## config.mk

```make
export PLATFORM = sky130hd
export DESIGN_NAME = power_monitor_reading_scaler_unit
export DESIGN_NICKNAME = d
export VERILOG_FILES = /design/src/rtl/core/pmrs_pkg.sv /design/src/rtl/core/pmrs_scale_ctrl.sv /design/src/rtl/core/pmrs_scaler_pipe.sv /design/src/rtl/core/power_monitor_reading_scaler_unit.sv
export SDC_FILE = /design/constraint.sdc
export NUM_CORES = 2
export LEC_CHECK = 0
export BUFFER_PORTS_ARGS = -buffer_cell sky130_fd_sc_hd__buf_2
export CAP_MARGIN = 10
export CORE_MARGIN = 2
export CORE_UTILIZATION = 30
export DETAILED_ROUTE_END_ITERATION = 6
export PLACE_DENSITY = 0.52
export SLEW_MARGIN = 15
export SYNTH_ARGS = -nofsm -noshare
export SYNTH_HDL_FRONTEND = slang
export SYNTH_SLANG_ARGS = --single-unit
```

## constraint.sdc

```tcl
create_clock -name i_clk -period 23.1 [get_ports i_clk]
set_input_delay 3.465 -clock i_clk [delete_from_list [all_inputs] [get_ports i_clk]]
set_output_delay 3.465 -clock i_clk [all_outputs]
set_load 0.02 [all_outputs]
```

## src/rtl/core/pmrs_pkg.sv

```systemverilog
// Package for the power monitor reading scaler.
// Holds the word types, reading-kind codes, sequencer states and scaling constants.
// No dependencies.
`default_nettype none

package pmrs_pkg;

    localparam int PADDR_W = 3;
    localparam int PDATA_W = 32;

    localparam logic [1:0] KIND_BUS_VOLTAGE   = 2'd0;
    localparam logic [1:0] KIND_SHUNT_VOLTAGE = 2'd1;
    localparam logic [1:0] KIND_CURRENT       = 2'd2;
    localparam logic [1:0] KIND_POWER         = 2'd3;

    localparam logic REG_CALIBRATION = 1'b0;
    localparam logic REG_SHUNT       = 1'b1;

    localparam logic [15:0] CAL_RESET          = 16'd4096;
    localparam logic [19:0] SHUNT_RESET        = 20'd100;
    localparam logic [15:0] CURRENT_SCALE_RESET = 16'd100;
    localparam logic [10:0] POWER_SCALE_RESET  = 11'd2;

    localparam int          DIV_STEPS      = 26;
    localparam logic [25:0] FULL_SCALE_NUM = 26'd40960000;
    localparam logic [15:0] SCALE_SAT      = 16'hFFFF;
    localparam logic [18:0] RECIP_50       = 19'd335545;
    localparam int          RECIP_SHIFT    = 24;

    localparam logic signed [16:0] BUS_LSB_MV   = 17'sd4;
    localparam logic signed [16:0] SHUNT_LSB_UV = 17'sd10;

    typedef struct packed {
        logic [1:0]  kind;
        logic [15:0] raw_word;
    } t_in_word;

    typedef struct packed {
        logic signed [31:0] scaled_value;
        logic               status;
    } t_out_word;

    typedef struct packed {
        logic [15:0] current_scale;
        logic [10:0] power_scale;
        logic        busy;
    } t_scale_info;

    typedef enum logic [2:0] {
        SEQ_IDLE,
        SEQ_MUL,
        SEQ_DIV,
        SEQ_SAT,
        SEQ_POWER
    } t_seq_state;

endpackage

`default_nettype wire

```

## src/rtl/core/pmrs_scale_ctrl.sv

```systemverilog
// Configuration registers and scale recompute sequencer.
// Divides the full-scale constant by calibration times shunt one bit per cycle.
// Depends on pmrs_pkg.
`default_nettype none

module pmrs_scale_ctrl (
    input  wire logic                        i_clk,
    input  wire logic                        i_rst_n,
    input  wire logic                        psel,
    input  wire logic                        penable,
    input  wire logic                        pwrite,
    input  wire logic [pmrs_pkg::PADDR_W-1:0] paddr,
    input  wire logic [pmrs_pkg::PDATA_W-1:0] pwdata,
    output logic      [pmrs_pkg::PDATA_W-1:0] prdata,
    output logic                             pready,
    output pmrs_pkg::t_scale_info            o_scales
);

    pmrs_pkg::t_seq_state r_state, n_state;
    logic [15:0] r_cal;
    logic [19:0] r_shunt;
    logic [15:0] r_current_scale, n_current_scale;
    logic [10:0] r_power_scale, n_power_scale;
    logic [35:0] r_denom, n_denom;
    logic [35:0] r_rem, n_rem;
    logic [25:0] r_quot, n_quot;
    logic [4:0]  r_cnt, n_cnt;

    logic        wr;
    logic [36:0] rem_shift;
    logic [36:0] rem_diff;
    logic [34:0] ps_prod;

    assign wr     = psel && penable && pwrite;
    assign pready = 1'b1;
    assign prdata = (paddr[2] == pmrs_pkg::REG_SHUNT) ? {12'd0, r_shunt} : {16'd0, r_cal};

    assign o_scales = {r_current_scale, r_power_scale, (r_state != pmrs_pkg::SEQ_IDLE)};

    always_ff @(posedge i_clk) begin
        if (!i_rst_n) begin
            r_state         <= pmrs_pkg::SEQ_IDLE;
            r_cal           <= pmrs_pkg::CAL_RESET;
            r_shunt         <= pmrs_pkg::SHUNT_RESET;
            r_current_scale <= pmrs_pkg::CURRENT_SCALE_RESET;
            r_power_scale   <= pmrs_pkg::POWER_SCALE_RESET;
        end else begin
            r_state         <= n_state;
            r_current_scale <= n_current_scale;
            r_power_scale   <= n_power_scale;
            if (wr && paddr[2] == pmrs_pkg::REG_CALIBRATION) begin
                r_cal <= pwdata[15:0];
            end
            if (wr && paddr[2] == pmrs_pkg::REG_SHUNT) begin
                r_shunt <= pwdata[19:0];
            end
        end
    end

    always_ff @(posedge i_clk) begin
        r_denom <= n_denom;
        r_rem   <= n_rem;
        r_quot  <= n_quot;
        r_cnt   <= n_cnt;
    end

    always_comb begin
        n_state         = r_state;
        n_current_scale = r_current_scale;
        n_power_scale   = r_power_scale;
        n_denom         = r_denom;
        n_rem           = r_rem;
        n_quot          = r_quot;
        n_cnt           = r_cnt;
        rem_shift       = {r_rem, r_quot[25]};
        rem_diff        = rem_shift - {1'b0, r_denom};
        ps_prod         = 35'(r_current_scale) * 35'(pmrs_pkg::RECIP_50);
        case (r_state)
            pmrs_pkg::SEQ_IDLE: begin
                if (wr) begin
                    n_state = pmrs_pkg::SEQ_MUL;
                end
            end
            pmrs_pkg::SEQ_MUL: begin
                n_denom = 36'(r_cal) * 36'(r_shunt);
                n_rem   = '0;
                n_quot  = pmrs_pkg::FULL_SCALE_NUM;
                n_cnt   = '0;
                n_state = pmrs_pkg::SEQ_DIV;
            end
            pmrs_pkg::SEQ_DIV: begin
                if (rem_shift >= {1'b0, r_denom}) begin
                    n_rem  = rem_diff[35:0];
                    n_quot = {r_quot[24:0], 1'b1};
                end else begin
                    n_rem  = rem_shift[35:0];
                    n_quot = {r_quot[24:0], 1'b0};
                end
                n_cnt = r_cnt + 5'd1;
                if (r_cnt == 5'(pmrs_pkg::DIV_STEPS - 1)) begin
                    n_state = pmrs_pkg::SEQ_SAT;
                end
            end
            pmrs_pkg::SEQ_SAT: begin
                if (r_denom == '0) begin
                    n_current_scale = '0;
                end else if (|r_quot[25:16]) begin
                    n_current_scale = pmrs_pkg::SCALE_SAT;
                end else begin
                    n_current_scale = r_quot[15:0];
                end
                n_state = pmrs_pkg::SEQ_POWER;
            end
            pmrs_pkg::SEQ_POWER: begin
                n_power_scale = ps_prod[pmrs_pkg::RECIP_SHIFT +: 11];
                n_state       = pmrs_pkg::SEQ_IDLE;
            end
            default: begin
                n_state = pmrs_pkg::SEQ_IDLE;
            end
        endcase
        // A write in the middle of a recompute starts it over with the new register values.
        if (wr) begin
            n_state = pmrs_pkg::SEQ_MUL;
        end
    end

    // The power scale is the current scale divided by fifty whenever no recompute runs.
    a_power_ratio: assert property (@(posedge i_clk) disable iff (!i_rst_n)
        (r_state == pmrs_pkg::SEQ_IDLE) |->
            (17'(r_power_scale) * 17'd50 <= 17'(r_current_scale)) &&
            (17'(r_current_scale) < (17'(r_power_scale) + 17'd1) * 17'd50))
        else $error("power scale does not match current scale");

    a_zero_denom: assert property (@(posedge i_clk) disable iff (!i_rst_n)
        (r_state == pmrs_pkg::SEQ_SAT && r_denom == '0) |=> (r_current_scale == '0))
        else $error("zero divisor did not clear the current scale");

    a_write_starts: assert property (@(posedge i_clk) disable iff (!i_rst_n)
        (r_state == pmrs_pkg::SEQ_IDLE && wr) |=> (r_state == pmrs_pkg::SEQ_MUL))
        else $error("register write did not start a recompute");

endmodule

`default_nettype wire

```

## src/rtl/core/pmrs_scaler_pipe.sv

```systemverilog
// Reading datapath: input register, one shared multiplier, result register.
// Uses the held scales from the sequencer.
// Depends on pmrs_pkg.
`default_nettype none

module pmrs_scaler_pipe (
    input  wire logic                  i_clk,
    input  wire logic                  i_rst_n,
    input  wire logic                  i_in_valid,
    output logic                       o_in_stall,
    input  wire pmrs_pkg::t_in_word    i_in_word,
    output logic                       o_out_valid,
    input  wire logic                  i_out_stall,
    output pmrs_pkg::t_out_word        o_out_word,
    input  wire pmrs_pkg::t_scale_info i_scales
);

    logic                r_s1_valid;
    pmrs_pkg::t_in_word  r_s1;
    logic                r_out_valid;
    pmrs_pkg::t_out_word r_out;

    logic                    out_load;
    logic                    s1_load;
    logic signed [16:0]      op_a;
    logic signed [16:0]      op_b;
    logic signed [33:0]      product;
    logic                    bad_scale;
    pmrs_pkg::t_out_word     n_out;

    assign out_load    = !r_out_valid || !i_out_stall;
    assign s1_load     = (!r_s1_valid || out_load) && !i_scales.busy;
    assign o_in_stall  = !s1_load;
    assign o_out_valid = r_out_valid;
    assign o_out_word  = r_out;

    always_comb begin
        case (r_s1.kind)
            pmrs_pkg::KIND_BUS_VOLTAGE: begin
                op_a = signed'({4'd0, r_s1.raw_word[15:3]});
                op_b = pmrs_pkg::BUS_LSB_MV;
            end
            pmrs_pkg::KIND_SHUNT_VOLTAGE: begin
                op_a = signed'({r_s1.raw_word[15], r_s1.raw_word});
                op_b = pmrs_pkg::SHUNT_LSB_UV;
            end
            pmrs_pkg::KIND_CURRENT: begin
                op_a = signed'({r_s1.raw_word[15], r_s1.raw_word});
                op_b = signed'({1'b0, i_scales.current_scale});
            end
            pmrs_pkg::KIND_POWER: begin
                op_a = signed'({1'b0, r_s1.raw_word});
                op_b = signed'({6'd0, i_scales.power_scale});
            end
            default: begin
                op_a = '0;
                op_b = '0;
            end
        endcase
        product   = op_a * op_b;
        bad_scale = (i_scales.current_scale == '0) || (i_scales.power_scale == '0);
        n_out.status       = bad_scale;
        n_out.scaled_value = bad_scale ? 32'sd0 : product[31:0];
    end

    always_ff @(posedge i_clk) begin
        if (!i_rst_n) begin
            r_s1_valid  <= 1'b0;
            r_out_valid <= 1'b0;
        end else begin
            if (out_load) begin
                r_out_valid <= r_s1_valid;
            end
            if (s1_load) begin
                r_s1_valid <= i_in_valid;
            end else if (out_load) begin
                r_s1_valid <= 1'b0;
            end
        end
    end

    always_ff @(posedge i_clk) begin
        if (s1_load && i_in_valid) begin
            r_s1 <= i_in_word;
        end
        if (out_load && r_s1_valid) begin
            r_out <= n_out;
        end
    end

    a_busy_stalls: assert property (@(posedge i_clk) disable iff (!i_rst_n)
        i_scales.busy |-> o_in_stall)
        else $error("word accepted during scale recompute");

    a_status_zero: assert property (@(posedge i_clk) disable iff (!i_rst_n)
        (r_out_valid && r_out.status) |-> (r_out.scaled_value == 32'sd0))
        else $error("invalid-scale result carries a nonzero value");

    a_advance: assert property (@(posedge i_clk) disable iff (!i_rst_n)
        (r_s1_valid && out_load) |=> r_out_valid)
        else $error("input stage word was lost");

endmodule

`default_nettype wire

```

## src/rtl/core/power_monitor_reading_scaler_unit.sv

```systemverilog
// Throughput: one word per cycle unless the output stalls or a recompute runs.
// The single multiplier sits between the input register and the result register.
// A calibration or shunt write runs a recompute (multiply, 26 divide steps,
// saturate, power scale) during which input is stalled; a write during it restarts it.
// Reset loads calibration 4096, shunt 100 and their scales 100 and 2; no words pending.
`default_nettype none

module power_monitor_reading_scaler_unit (
    input  wire logic                         i_clk,
    input  wire logic                         i_rst_n,
    input  wire logic                         i_in_valid,
    output logic                              o_in_stall,
    input  wire pmrs_pkg::t_in_word           i_in_word,
    output logic                              o_out_valid,
    input  wire logic                         i_out_stall,
    output pmrs_pkg::t_out_word               o_out_word,
    input  wire logic                         psel,
    input  wire logic                         penable,
    input  wire logic                         pwrite,
    input  wire logic [pmrs_pkg::PADDR_W-1:0] paddr,
    input  wire logic [pmrs_pkg::PDATA_W-1:0] pwdata,
    output logic      [pmrs_pkg::PDATA_W-1:0] prdata,
    output logic                              pready
);

    pmrs_pkg::t_scale_info scales;

    pmrs_scale_ctrl u_scale_ctrl (
        .i_clk    (i_clk),
        .i_rst_n  (i_rst_n),
        .psel     (psel),
        .penable  (penable),
        .pwrite   (pwrite),
        .paddr    (paddr),
        .pwdata   (pwdata),
        .prdata   (prdata),
        .pready   (pready),
        .o_scales (scales)
    );

    pmrs_scaler_pipe u_scaler_pipe (
        .i_clk       (i_clk),
        .i_rst_n     (i_rst_n),
        .i_in_valid  (i_in_valid),
        .o_in_stall  (o_in_stall),
        .i_in_word   (i_in_word),
        .o_out_valid (o_out_valid),
        .i_out_stall (i_out_stall),
        .o_out_word  (o_out_word),
        .i_scales    (scales)
    );

endmodule

`default_nettype wire

```

==> out/results.txt <==
final clock period utilization by the worst path: 38.4%
vias in the first global route: 27800
final hold vios: 0
Post-Syn Area: 36200 um2
RSZ-0062 raised after global routing: no
critical path type: flip-flop to flip-flop
Avg Vias per Cell: 4.65
number of synthesized flops with an enable pin: 154
GP Congestion: 0.895
ant diodes: 0
CTS tree: yes
status: complete, no violations
relative slew slack: 16.0%
Fmax: 0.113 GHz
post-CTS setup buffers: 0
Area Overhead vs Synth: 8.47%
H-tree depth: 1
DRT antenna net count: 0
fin nets: 4992
Max-Cap Viols: 0
PortBufs: 100
most common cell after layout, fill and taps aside: inv_1
crit path DAT: 9.21 ns
grt ovf: 0
crit path max fanout: 40
Sink Count: 222
Seq pwr share: 36.2%
DRC violations left: 0
layout cells sized above 1: 5.76%
reg2reg setup slack: 14.22 ns
P_leak: 18.9 nW
Crit. End Element: flip-flop
# rows: 127
total power draw: 1.30 mW
Cells after Synth: 3928
largest net degree at the start of global routing: 69
Worst-Margin Slew: 1.25 ns
Initial DRT Pass Iterations: 6
CTS root buf: clkbuf_16
Top FF cell, synth: edfxtp_1
wire per inst: 16.5 um
final setup fails: 0
fin crit period: 8.88 ns
Layout Skew: 0.0191 ns
Pint: 0.851 mW
commonest cells after routing, fill and taps aside: inv_1, fa_1, nand2_1
Total Neg Setup Slack: 0 ns
routed vias: 25900
VDD IR-drop max: 0.0507 mV
Clock power frac: 35.5%
Worst Hold Class: flip-flop to flip-flop
Die W: 351 um
global-route wire length before repair: 150000 um
crit path launch type: flip-flop
Mean Syn Cell Area: 9.22 um2
share of the synthesized area in the top cell type: 34.2%
R2R Path Start: u_scaler_pipe.r_s1[17]$_DFFE_PP_
Worst Hold Path EP: u_scale_ctrl.r_power_scale[7]$_SDFFE_PN0N_
# IOs: 128
Seq/Total Area, Yosys: 16.5%
ys async rst share: 0%
Die Y: 351 um
HP Start: u_scale_ctrl.r_power_scale[7]$_SDFFE_PN0N_
critical path required time: 23.43 ns
Switching Share: 34.5%
Synth area leaders: fa_1, ha_1, edfxtp_1
worst skew pair latency: 0.60 ns
Max Root-Sink Buffers: 3
final WL: 91900 um
worst r2r dst: u_scaler_pipe.o_out_word[32]$_SDFFCE_PP0P_
gr usage total: 15.4%
Power Density: 33.1 nW/um2
Layout fillers: 12700
Post-CTS Resized: 0
Slew Limit Fails: 0
core area: 120000 um2
initial antenna violation count: 3
count of cell types in the netlist: 79
HPWL Detailed: 74400 um
Yosys warning total: 0
iteration-0 DRC count of the detailed router: 1178
CTS Buf Count: 28
largest area contributor in the netlist: fa_1
synthesized flop and latch total: 222
worst reg2reg path depth: 27
NetSw: 0.448 mW
clock slew seen by the registers of the worst setup and hold paths: 0.07 ns
CTS hold repair buffers: 0
Comb power frac: 28.3%
Hold Path Stages: 2
Starting Density: 30.2%
DIE AREA: 123000 um2
final cells by class:
type                    instances  area (um2)  share of cell area (%)
clock buffers                  35         777                    1.98
clock inverters                17         188                   0.478
inverters                     865        3250                    8.27
multi-input cells            2700       26400                    67.2
flip-flops and latches        222        5990                    15.2
well taps                    1612        2020                    5.14
repair buffers                120         651                    1.66
Yosys cell counts, types with 18 or more instances:
| cell | instances |
|---|---|
| a21oi_1 | 82 |
| o211ai_1 | 34 |
| o21a_1 | 23 |
| a211oi_1 | 21 |
| nor4_1 | 18 |
| nand3_1 | 59 |
| edfxtp_1 | 154 |
| clkbuf_1 | 129 |
| dfxtp_1 | 68 |
| a21o_1 | 41 |
| nand2_1 | 515 |
| o21ai_0 | 68 |
| xor2_1 | 38 |
| mux2i_1 | 23 |
| nor2_1 | 243 |
| a21boi_0 | 51 |
| and2_1 | 160 |
| nor3_1 | 51 |
| nand2b_1 | 30 |
| fa_1 | 618 |
| xnor2_1 | 60 |
| inv_1 | 865 |
| ha_1 | 377 |
per-stage QoR:
stage / hold slack [ns] / std cells / utilization [%] / setup slack (ns) / area [um2]
after global placement: 0.479 / 5519 / 32.0 / 14.33 / 38300
final: 0.493 / 5571 / 32.8 / 14.22 / 39300
after floorplan: 0.454 / 3939 / - / 15.42 / 36300
after CTS: 0.495 / 5571 / 32.8 / 14.28 / 39300
after global routing: 0.534 / 5571 / 32.8 / 13.54 / 39300
after detailed placement: 0.486 / 5519 / 32.0 / 14.33 / 38300
state kept, by name (all words and copies together) (netlist names):
signal / flops
u_scale_ctrl.r_shunt: 20
u_scaler_pipe.o_out_valid: 1
u_scale_ctrl.r_quot: 26
u_scaler_pipe.r_s1: 18
u_scale_ctrl.r_cnt: 5
u_scale_ctrl.r_rem: 36
u_scale_ctrl.r_denom: 36
u_scale_ctrl.r_state: 3
u_scaler_pipe.r_s1_valid: 1
u_scale_ctrl.r_power_scale: 11
u_scale_ctrl.r_cal: 16
u_scaler_pipe.o_out_word: 33
u_scale_ctrl.r_current_scale: 16
power by group through the flow:
stage                     combinational, mW  clock (mW)  sequential, mW
after floorplan                       0.268           0           0.475
after global placement                0.370           0           0.478
after detailed placement              0.372           0           0.478
after CTS                             0.373       0.476           0.469
after global routing                  0.425       0.491           0.471
final                                 0.368       0.462           0.470
layer usage:
metal	track usage, %	wire length (um)	up-vias	share of wire, %
met5	0	14	-	0.015
met2	26.9	44900	499	49
met3	2.03	3870	132	4.2
met4	3.85	2440	2	2.7
li1	-	-	12200	-
met1	20.0	40800	13100	44
worst max-delay path, stage by stage (launching register included):
cell and delay [ns]:
edfxtp_1 0.50, ha_1 0.55, or2_2 0.72, nand2_1 0.40, nor2_1 0.48, a21oi_1 0.14
nor2_1 0.19, fa_1 0.41, inv_1 0.09, fa_1 0.39, inv_1 0.14, fa_1 0.47
fa_1 0.51, fa_1 0.48, inv_1 0.05, fa_1 0.47, inv_1 0.04, ha_1 0.35
a21oi_1 0.19, a21boi_0 0.20, a211oi_2 0.31, o22ai_1 0.29, a2111oi_2 0.40, o21ai_0 0.18
a31oi_1 0.29, a21oi_1 0.12, xnor2_1 0.18, nor2_1 0.05
cell families after synthesis:
kind of cell,Yosys count,synth area share [%]
DFF,222,16.5
and+or+nand+nor,1153,14.4
adders and majority gates,995,47.2
AOI/OAI and AO/OA,401,7.58
other,2,0.0207
muxes,40,1.16
buffers and inverters,1017,10.7
xor gates and xnor gates,98,2.37
worst max-delay path by stage:
| stage | startpoint | endpoint | slack, ns | cells past startpoint |
|---|---|---|---|---|
| after floorplan | paddr[2] | prdata[0] | 15.42 | 2 |
| after global placement | u_scaler_pipe.r_s1[17]$_DFFE_PP_ | u_scaler_pipe.o_out_word[31]$_SDFFCE_PP0P_ | 14.33 | 27 |
| after detailed placement | u_scaler_pipe.r_s1[17]$_DFFE_PP_ | u_scaler_pipe.o_out_word[32]$_SDFFCE_PP0P_ | 14.33 | 27 |
| after CTS | u_scaler_pipe.r_s1[17]$_DFFE_PP_ | u_scaler_pipe.o_out_word[31]$_SDFFCE_PP0P_ | 14.28 | 27 |
| after global routing | u_scaler_pipe.r_s1[17]$_DFFE_PP_ | u_scaler_pipe.o_out_word[31]$_SDFFCE_PP0P_ | 13.54 | 25 |
| final | u_scaler_pipe.r_s1[17]$_DFFE_PP_ | u_scaler_pipe.o_out_word[32]$_SDFFCE_PP0P_ | 14.22 | 27 |
Power figures use the tool's default switching activity.
